**src/cdo_pkg.sv**
```systemverilog
// ----------------------------------------------------------------------------
// cdo_pkg
// types, constants, tables and microcode for the calendar day offset block
// ----------------------------------------------------------------------------
package cdo_pkg;

    localparam int DAY_W   = 5;
    localparam int MONTH_W = 4;
    localparam int YEAR_W  = 14;
    localparam int DOY_W   = 9;
    localparam int YREM_W  = 9;

    localparam logic [YEAR_W-1:0]  YEAR_MIN   = YEAR_W'(1900);
    localparam logic [YEAR_W-1:0]  YEAR_MAX   = YEAR_W'(9999);
    localparam logic [YEAR_W-1:0]  YEAR_CYCLE = YEAR_W'(400);
    localparam logic [YREM_W-1:0]  YREM_LAST  = YREM_W'(399);
    localparam logic [MONTH_W-1:0] MONTH_JAN  = MONTH_W'(1);
    localparam logic [MONTH_W-1:0] MONTH_FEB  = MONTH_W'(2);
    localparam logic [MONTH_W-1:0] MONTH_DEC  = MONTH_W'(12);
    localparam logic [DAY_W-1:0]   DAY_FIRST  = DAY_W'(1);
    localparam logic [DAY_W-1:0]   DAY_DEC_LAST = DAY_W'(31);

    typedef enum logic [2:0] {
        OP_LOAD,
        OP_CLAMP,
        OP_MODSUB,
        OP_DCLAMP,
        OP_WALK,
        OP_EMIT
    } t_op;

    typedef enum logic [2:0] {
        C_ALWAYS,
        C_IN_BEAT,
        C_REM_GE,
        C_WALK_MORE,
        C_OUT_BUSY
    } t_cond;

    typedef enum logic [2:0] {
        S_LOAD,
        S_CLAMP,
        S_MOD,
        S_DCLAMP,
        S_WALK,
        S_EMIT
    } t_step;

    typedef struct packed {
        t_op   op;
        t_cond cond;
        t_step tgt_t;
        t_step tgt_f;
    } t_uword;

    // control store: op, jump condition, target when true, target when false
    function automatic t_uword cdo_microcode(input t_step step);
        t_uword uw;
        case (step)
            S_LOAD:   uw = '{OP_LOAD,   C_IN_BEAT,   S_CLAMP,  S_LOAD};
            S_CLAMP:  uw = '{OP_CLAMP,  C_ALWAYS,    S_MOD,    S_MOD};
            S_MOD:    uw = '{OP_MODSUB, C_REM_GE,    S_MOD,    S_DCLAMP};
            S_DCLAMP: uw = '{OP_DCLAMP, C_ALWAYS,    S_WALK,   S_WALK};
            S_WALK:   uw = '{OP_WALK,   C_WALK_MORE, S_WALK,   S_EMIT};
            S_EMIT:   uw = '{OP_EMIT,   C_OUT_BUSY,  S_EMIT,   S_LOAD};
            default:  uw = '{OP_LOAD,   C_ALWAYS,    S_LOAD,   S_LOAD};
        endcase
        return uw;
    endfunction

    // leap from the year modulo 400
    function automatic logic is_leap(input logic [YREM_W-1:0] r);
        return (r[1:0] == 2'b00) &&
               !(r == YREM_W'(100) || r == YREM_W'(200) || r == YREM_W'(300));
    endfunction

    function automatic logic [DAY_W-1:0] month_days(input logic [MONTH_W-1:0] m,
                                                     input logic leap);
        logic [DAY_W-1:0] n;
        case (m)
            4'd2:                      n = leap ? DAY_W'(29) : DAY_W'(28);
            4'd4, 4'd6, 4'd9, 4'd11:   n = DAY_W'(30);
            4'd1, 4'd3, 4'd5, 4'd7,
            4'd8, 4'd10, 4'd12:        n = DAY_W'(31);
            default:                   n = DAY_W'(0);
        endcase
        return n;
    endfunction

    function automatic logic [DOY_W-1:0] days_before(input logic [MONTH_W-1:0] m);
        logic [DOY_W-1:0] n;
        case (m)
            4'd2:    n = DOY_W'(31);
            4'd3:    n = DOY_W'(59);
            4'd4:    n = DOY_W'(90);
            4'd5:    n = DOY_W'(120);
            4'd6:    n = DOY_W'(151);
            4'd7:    n = DOY_W'(181);
            4'd8:    n = DOY_W'(212);
            4'd9:    n = DOY_W'(243);
            4'd10:   n = DOY_W'(273);
            4'd11:   n = DOY_W'(304);
            4'd12:   n = DOY_W'(334);
            default: n = DOY_W'(0);
        endcase
        return n;
    endfunction

endpackage

```
**src/cdo_if.sv**
```systemverilog
// ----------------------------------------------------------------------------
// cdo_in_if / cdo_out_if
// valid/ready channels carrying request and result beats
// ----------------------------------------------------------------------------
interface cdo_in_if
    import cdo_pkg::*;
#(
    parameter int COUNT_WIDTH = 16
) ();
    logic                   valid;
    logic                   ready;
    logic                   func;
    logic [DAY_W-1:0]       start_day;
    logic [MONTH_W-1:0]     start_month;
    logic [YEAR_W-1:0]      start_year;
    logic [COUNT_WIDTH-1:0] day_count;

    modport source (output valid, func, start_day, start_month, start_year, day_count,
                    input ready);
    modport sink   (input valid, func, start_day, start_month, start_year, day_count,
                    output ready);
endinterface

interface cdo_out_if
    import cdo_pkg::*;
();
    logic               valid;
    logic               ready;
    logic [DAY_W-1:0]   new_day;
    logic [MONTH_W-1:0] new_month;
    logic [YEAR_W-1:0]  new_year;
    logic [DOY_W-1:0]   day_of_year;
    logic               range_error;

    modport source (output valid, new_day, new_month, new_year, day_of_year, range_error,
                    input ready);
    modport sink   (input valid, new_day, new_month, new_year, day_of_year, range_error,
                    output ready);
endinterface

```
**src/calendar_day_offset.sv**
```systemverilog
// ----------------------------------------------------------------------------
// calendar_day_offset
// moves a date forward or backward by a day count, one month per step,
// under a small microcoded sequencer
// ----------------------------------------------------------------------------
// channel  dir  port   beat
// request  in   i_in   func, start_day, start_month, start_year, day_count
// result   out  o_out  new_day, new_month, new_year, day_of_year, range_error
//
// a beat steps through load, field clamp, repeated subtraction of 400 from the
// year, day clamp, the month walk and emit
// reset clears the step counter and the result valid
// a stalled result sits in the output register while the next beat is taken
// ----------------------------------------------------------------------------
module calendar_day_offset
    import cdo_pkg::*;
#(
    parameter int COUNT_WIDTH = 16
) (
    input  logic       i_clk,
    input  logic       i_rst_n,
    cdo_in_if.sink     i_in,
    cdo_out_if.source  o_out
);

    t_step                  r_step;
    t_step                  n_step;
    t_uword                 uw;
    logic                   cond;

    logic                   r_sub;
    logic                   r_err;
    logic [DAY_W-1:0]       r_day;
    logic [MONTH_W-1:0]     r_month;
    logic [YEAR_W-1:0]      r_year;
    logic [YEAR_W-1:0]      r_yrem;
    logic [COUNT_WIDTH-1:0] r_cnt;

    logic                   r_o_valid;
    logic [DAY_W-1:0]       r_o_day;
    logic [MONTH_W-1:0]     r_o_month;
    logic [YEAR_W-1:0]      r_o_year;
    logic [DOY_W-1:0]       r_o_doy;
    logic                   r_o_err;

    logic                   leap;
    logic [DAY_W-1:0]       dim;
    logic [DAY_W-1:0]       dim_prev;
    logic [DAY_W-1:0]       rem;
    logic [MONTH_W-1:0]     m_clamp;
    logic [YEAR_W-1:0]      y_clamp;
    logic [DOY_W-1:0]       doy;
    logic                   out_busy;

    assign uw       = cdo_microcode(r_step);
    assign out_busy = r_o_valid && !o_out.ready;
    assign leap     = is_leap(r_yrem[YREM_W-1:0]);
    assign dim      = month_days(r_month, leap);
    assign dim_prev = month_days(r_month - MONTH_W'(1), leap);
    assign rem      = dim - r_day;
    assign doy      = days_before(r_month) + DOY_W'(r_day)
                      + DOY_W'(leap && (r_month > MONTH_FEB));

    always_comb begin
        m_clamp = r_month;
        if (r_month == MONTH_W'(0)) begin
            m_clamp = MONTH_JAN;
        end else if (r_month > MONTH_DEC) begin
            m_clamp = MONTH_DEC;
        end
        y_clamp = r_year;
        if (r_year < YEAR_MIN) begin
            y_clamp = YEAR_MIN;
        end else if (r_year > YEAR_MAX) begin
            y_clamp = YEAR_MAX;
        end
    end

    always_comb begin
        case (uw.cond)
            C_ALWAYS:    cond = 1'b1;
            C_IN_BEAT:   cond = i_in.valid;
            C_REM_GE:    cond = (r_yrem >= YEAR_CYCLE);
            C_WALK_MORE: cond = (r_cnt != '0) && !r_err;
            C_OUT_BUSY:  cond = out_busy;
            default:     cond = 1'b0;
        endcase
        n_step = cond ? uw.tgt_t : uw.tgt_f;
    end

    assign i_in.ready        = (uw.op == OP_LOAD);
    assign o_out.valid       = r_o_valid;
    assign o_out.new_day     = r_o_day;
    assign o_out.new_month   = r_o_month;
    assign o_out.new_year    = r_o_year;
    assign o_out.day_of_year = r_o_doy;
    assign o_out.range_error = r_o_err;

    always_ff @(posedge i_clk) begin
        if (!i_rst_n) begin
            r_step    <= S_LOAD;
            r_o_valid <= 1'b0;
        end else begin
            r_step <= n_step;
            if (r_o_valid && o_out.ready && (uw.op != OP_EMIT)) begin
                r_o_valid <= 1'b0;
            end
            case (uw.op)
                OP_LOAD: begin
                    r_sub   <= i_in.func;
                    r_day   <= i_in.start_day;
                    r_month <= i_in.start_month;
                    r_year  <= i_in.start_year;
                    r_cnt   <= i_in.day_count;
                    r_err   <= 1'b0;
                end
                OP_CLAMP: begin
                    r_month <= m_clamp;
                    r_year  <= y_clamp;
                    r_yrem  <= y_clamp;
                end
                OP_MODSUB: begin
                    if (r_yrem >= YEAR_CYCLE) begin
                        r_yrem <= r_yrem - YEAR_CYCLE;
                    end
                end
                OP_DCLAMP: begin
                    if (r_day == DAY_W'(0)) begin
                        r_day <= DAY_FIRST;
                    end else if (r_day > dim) begin
                        r_day <= dim;
                    end
                end
                OP_WALK: begin
                    if ((r_cnt != '0) && !r_err) begin
                        if (!r_sub) begin
                            if (COUNT_WIDTH'(rem) >= r_cnt) begin
                                r_day <= r_day + r_cnt[DAY_W-1:0];
                                r_cnt <= '0;
                            end else begin
                                r_cnt <= r_cnt - COUNT_WIDTH'(rem) - COUNT_WIDTH'(1);
                                r_day <= DAY_FIRST;
                                if (r_month == MONTH_DEC) begin
                                    if (r_year == YEAR_MAX) begin
                                        r_day <= DAY_DEC_LAST;
                                        r_err <= 1'b1;
                                    end else begin
                                        r_month <= MONTH_JAN;
                                        r_year  <= r_year + YEAR_W'(1);
                                        r_yrem  <= (r_yrem[YREM_W-1:0] == YREM_LAST) ? '0
                                                   : r_yrem + YEAR_W'(1);
                                    end
                                end else begin
                                    r_month <= r_month + MONTH_W'(1);
                                end
                            end
                        end else begin
                            if (COUNT_WIDTH'(r_day) > r_cnt) begin
                                r_day <= r_day - r_cnt[DAY_W-1:0];
                                r_cnt <= '0;
                            end else begin
                                r_cnt <= r_cnt - COUNT_WIDTH'(r_day);
                                if (r_month == MONTH_JAN) begin
                                    if (r_year == YEAR_MIN) begin
                                        r_day <= DAY_FIRST;
                                        r_err <= 1'b1;
                                    end else begin
                                        r_month <= MONTH_DEC;
                                        r_day   <= DAY_DEC_LAST;
                                        r_year  <= r_year - YEAR_W'(1);
                                        r_yrem  <= (r_yrem == '0) ? YEAR_W'(YREM_LAST)
                                                   : r_yrem - YEAR_W'(1);
                                    end
                                end else begin
                                    r_month <= r_month - MONTH_W'(1);
                                    r_day   <= dim_prev;
                                end
                            end
                        end
                    end
                end
                OP_EMIT: begin
                    if (!out_busy) begin
                        r_o_valid <= 1'b1;
                        r_o_day   <= r_day;
                        r_o_month <= r_month;
                        r_o_year  <= r_year;
                        r_o_doy   <= doy;
                        r_o_err   <= r_err;
                    end
                end
                default: begin
                    r_err <= r_err;
                end
            endcase
        end
    end

endmodule

```
**src/flat_wrapper.sv**
```systemverilog
// flat-port wrapper written by rule: the top's interface ports become plain ports
module calendar_day_offset_flat import cdo_pkg::*;
#(
    parameter int COUNT_WIDTH = 16
)
  (i_clk, i_rst_n, i_in_valid, i_in_func, i_in_start_day, i_in_start_month, i_in_start_year, i_in_day_count, i_in_ready, o_out_valid, o_out_new_day, o_out_new_month, o_out_new_year, o_out_day_of_year, o_out_range_error, o_out_ready);
  cdo_in_if #(.COUNT_WIDTH(COUNT_WIDTH)) i_in_i ();
  cdo_out_if o_out_i ();
  input  logic i_clk;
  input  logic i_rst_n;
  input wire logic [$bits(i_in_i.valid)-1:0] i_in_valid;
  input wire logic [$bits(i_in_i.func)-1:0] i_in_func;
  input wire logic [$bits(i_in_i.start_day)-1:0] i_in_start_day;
  input wire logic [$bits(i_in_i.start_month)-1:0] i_in_start_month;
  input wire logic [$bits(i_in_i.start_year)-1:0] i_in_start_year;
  input wire logic [$bits(i_in_i.day_count)-1:0] i_in_day_count;
  output wire logic [$bits(i_in_i.ready)-1:0] i_in_ready;
  output wire logic [$bits(o_out_i.valid)-1:0] o_out_valid;
  output wire logic [$bits(o_out_i.new_day)-1:0] o_out_new_day;
  output wire logic [$bits(o_out_i.new_month)-1:0] o_out_new_month;
  output wire logic [$bits(o_out_i.new_year)-1:0] o_out_new_year;
  output wire logic [$bits(o_out_i.day_of_year)-1:0] o_out_day_of_year;
  output wire logic [$bits(o_out_i.range_error)-1:0] o_out_range_error;
  input wire logic [$bits(o_out_i.ready)-1:0] o_out_ready;
  assign i_in_i.valid = i_in_valid;
  assign i_in_i.func = i_in_func;
  assign i_in_i.start_day = i_in_start_day;
  assign i_in_i.start_month = i_in_start_month;
  assign i_in_i.start_year = i_in_start_year;
  assign i_in_i.day_count = i_in_day_count;
  assign i_in_ready = i_in_i.ready;
  assign o_out_valid = o_out_i.valid;
  assign o_out_new_day = o_out_i.new_day;
  assign o_out_new_month = o_out_i.new_month;
  assign o_out_new_year = o_out_i.new_year;
  assign o_out_day_of_year = o_out_i.day_of_year;
  assign o_out_range_error = o_out_i.range_error;
  assign o_out_i.ready = o_out_ready;
  calendar_day_offset #(.COUNT_WIDTH(COUNT_WIDTH)) u_core (.i_clk(i_clk), .i_rst_n(i_rst_n), .i_in(i_in_i), .o_out(o_out_i));
endmodule
```
**config.mk**
```make
export PLATFORM = sky130hd
export DESIGN_NAME = calendar_day_offset_flat
export DESIGN_NICKNAME = d
export VERILOG_FILES = /design/src/cdo_pkg.sv /design/src/cdo_if.sv /design/src/calendar_day_offset.sv /design/src/flat_wrapper.sv
export SDC_FILE = /design/constraint.sdc
export NUM_CORES = 1
export LEC_CHECK = 0
export BUFFER_PORTS_ARGS = -buffer_cell sky130_fd_sc_hd__buf_4
export CORE_MARGIN = 2
export CORE_UTILIZATION = 55
export DETAILED_ROUTE_END_ITERATION = 7
export PLACE_DENSITY = 0.85
export SETUP_SLACK_MARGIN = 0.05
export SLEW_MARGIN = 20
export SYNTH_ARGS = -nofsm -noshare
export SYNTH_HDL_FRONTEND = slang
export SYNTH_SLANG_ARGS = --single-unit
```
**constraint.sdc**
```tcl
create_clock -name i_clk -period 14.8 [get_ports i_clk]
set_clock_uncertainty 0.15 [all_clocks]
set_input_delay 2.96 -clock i_clk [delete_from_list [all_inputs] [get_ports i_clk]]
set_output_delay 2.96 -clock i_clk [all_outputs]
set_load 0.1 [all_outputs]
```
==> flow_summary.ini <==
[run_status]
outcome = complete, no violations

[setup_path]
path_max_fanout = 13
startpoint = u_core.r_month[0]$_DFFE_PN_
cp.required_ns = 14.91
worstReg2RegStart = u_core.r_month[0]$_DFFE_PN_
reg2reg_slack_ns = 8.46
cp-start-kind = register
critical_path_class = register to register
cp-end-kind = register
cp_data_arrival_time_ns = 6.46
ff2ff_path_depth = 21

[yosys]
yosysMostFrequentCell = nor2_1
syn-num-nets = 1036
synth_edf_count = 88
yosysSeqAreaShare_pct = 35.2
ys_warn_count = 0
synth_area_per_cell_um2 = 8.99
synth.distinct_cells = 80
syn_area_um2 = 8250
yosys.area.top_type_share_pct = 32.0
yosys-top-cells-area = edfxtp_1 32%, ha_1 10%, nor2_1 4.4%
synth_top_area_cell = edfxtp_1
synthArstFlopShare_pct = 0
ys.flop_type = edfxtp_1
synth_seq_cells = 101
synthTopCellsByCount = 96 x nor2_1, 88 x edfxtp_1, 85 x nand2_1, 67 x ha_1, 60 x o21ai_0
syn_inst = 917

[sta]
tns_ns = 0
max_freq_ghz = 0.158
holdWs_ns = 0.381
rsz0062_at_grt = false
fin_crit_sh_pct = 42.9
hold_violations = 0
tightest_slew_ns = 1.04
drv_slew = 0
finalSetupViolations = 0
period_minus_slack_ns = 6.34
slew_headroom_pct = 30.7

[drt]
ant_nets = 0
viasPerCell = 6.49
wl_per_cell_um = 19.0
wirelength_mm = 21.9
first_pass_iters = 6
dr.first_iter.drc_count = 1001
route.detailed.drc = 0
vias = 7504

[clock_network]
htree_levels = 3
cts_hold_buffers = 0
numCtsBuffers = 9
cts_tree = done
post_cts_resized = 0
root_buffer = clkbuf_16
clock_latency_ns = 0.37
clkTransAtPathRegs_ns = 0.08
postCtsSetupBuffers = 0
cts_max_path_buffers = 2
clkSinkCount = 101

[global_routing]
antenna_found_initial = 0
grt_usage_pct = 27.3
grt_max_degree = 50
grt_pass1_wl_mm = 35.4
grt_pass1_vias = 7012
gr-total-overflow = 0

[finish]
drive_gt1_share_pct = 13.0
utilization_pct = 63.2
syn2layout_area_growth_pct = 11.8
fin_nets = 1086
antennaDiodeCount = 0

[place]
portBuffers = 78
gp_congestion = 0.948
dp_hpwl_mm = 15.7

[die]
num_rows = 44
initial_core_util_pct = 56.5
dieArea_um2 = 16000
die_h_um = 126
core_area_um2 = 14600
die_w_um = 126
io_pins = 79

[hold_path]
min_path_type = register to register

[power]
leakagePower_uw = 0.00371
peakVddDrop_mv = 0.0637
p_per_area_nw_per_um2 = 106

[flow_run]
cap_violations = 0
==> critical path, cell delays in order, from the launching register on <==
cell and delay (ns):
edfxtp_1 0.61, inv_1 0.23, ha_1 0.30, or2_2 0.31, maj3_1 0.35, o32a_1 0.34
inv_1 0.11, nand2_1 0.11, ha_1 0.34, nor2b_1 0.16, o21ai_0 0.15, nand2b_1 0.09
xor2_1 0.20, ha_1 0.33, a21oi_1 0.16, o31ai_1 0.14, a22oi_1 0.18, nand4_1 0.48
o21ai_0 0.74, inv_1 0.25, ha_1 0.26, mux2_2 0.26
==> layout make-up <==
| cell class | count | area [um2] |
|---|---|---|
| fill | 1182 | 5370 |
| clock inverter | 6 | 57.6 |
| multi-input combinational | 726 | 4990 |
| timing repair buffer | 82 | 616 |
| sequential | 101 | 2900 |
| inverter | 47 | 176 |
| clock buffer | 10 | 250 |
| tap | 184 | 230 |
==> metal layers <==
layer | track usage, % | vias to the layer above | wire, um
li1 | - | 3511 | -
met1 | 38.0 | 3499 | 9340
met2 | 42.2 | 429 | 9760
met3 | 4.72 | 65 | 2100
met5 | 0 | - | 0
met4 | 11.4 | 0 | 738
==> worst min-delay path by stage <==
stage | slack, ns | start | to | depth (start not counted)
detailed placement | 0.37 | register | u_core.o_out.day_of_year[8]$_DFFE_PP_ | 1
floorplan | 0.29 | u_core.r_year[13]$_DFFE_PP_ | u_core.o_out.new_year[13]$_DFFE_PP_ | 0
CTS | 0.39 | u_core.r_year[8]$_DFFE_PP_ | u_core.o_out.new_year[8]$_DFFE_PP_ | 0
global route | 0.42 | u_core.r_year[8]$_DFFE_PP_ | u_core.o_out.new_year[8]$_DFFE_PP_ | 0
finish | 0.38 | u_core.r_year[8]$_DFFE_PP_ | u_core.o_out.new_year[8]$_DFFE_PP_ | 0
global placement | 0.36 | register | u_core.o_out.day_of_year[8]$_DFFE_PP_ | 1
==> power by group <==
part | internal (uW) | switching, uW | leakage, uW
Sequential | 344 | 37.7 | 0.000929
Combinational | 143 | 197 | 0.00263
Clock | 129 | 126 | 0.000153
==> registers in the layout, indices dropped and copies added, names as in the netlist, 3 cells and up, named ones only <==
name / flops
u_core.o_out.new_day: 5
u_core.o_out.new_month: 4
u_core.r_day: 5
u_core.r_month: 4
u_core.r_yrem: 14
u_core.o_out.day_of_year: 9
u_core.r_cnt: 16
u_core.r_year: 14
u_core.r_step: 3
u_core.o_out.new_year: 14
==> through the flow <==
step                cell area [um2]  total power, uW  setup slack (ns)  instances
CTS                            9220              967              8.34       1156
floorplan                      8250              632              8.78        917
finish                         9220              977              8.46       1156
global placement               8910              704              8.60       1140
detailed placement             8910              715              8.37       1140
global route                   9220             1030              7.92       1156
==> placed cells by master, fill, tap and decap left out, types with 5 or more instances in the layout <==
master / n
clkbuf_16: 10
o221ai_1: 14
a21boi_0: 8
edfxtp_1: 88
and2_1: 8
nor4_1: 6
inv_1: 46
xnor2_1: 22
a22oi_1: 15
and3_1: 5
a221o_1: 7
nor2_1: 95
mux2i_1: 6
o211ai_1: 9
a21o_1: 19
or4_1: 5
a31oi_1: 9
a221oi_1: 10
dfxtp_1: 13
fa_1: 8
o21ai_0: 60
nand2_1: 85
ha_1: 67
buf_4: 82
a21oi_1: 58
a311oi_1: 6
nand2b_1: 19
or2_2: 6
mux2_2: 5
nand3_1: 17
xor2_1: 29
o21a_1: 5
or3_1: 5
nor3_1: 15
nor2b_1: 15
o22ai_1: 9
==> cell families (layout without fill, tap and decap cells) <==
| family | count (synthesis) | count (layout) | synth area share [%] |
|---|---|---|---|
| AOI/OAI and AO/OA | 278 | 278 | 22.8 |
| adders and majority gates | 76 | 76 | 12.2 |
| buffers and inverters | 90 | 145 | 4.48 |
| muxes | 11 | 11 | 1.41 |
| and+or+nand+nor | 310 | 310 | 18.5 |
| xor gates and xnor gates | 51 | 51 | 5.42 |
| DFF | 101 | 101 | 35.2 |
Power figures use the tool's default switching activity.
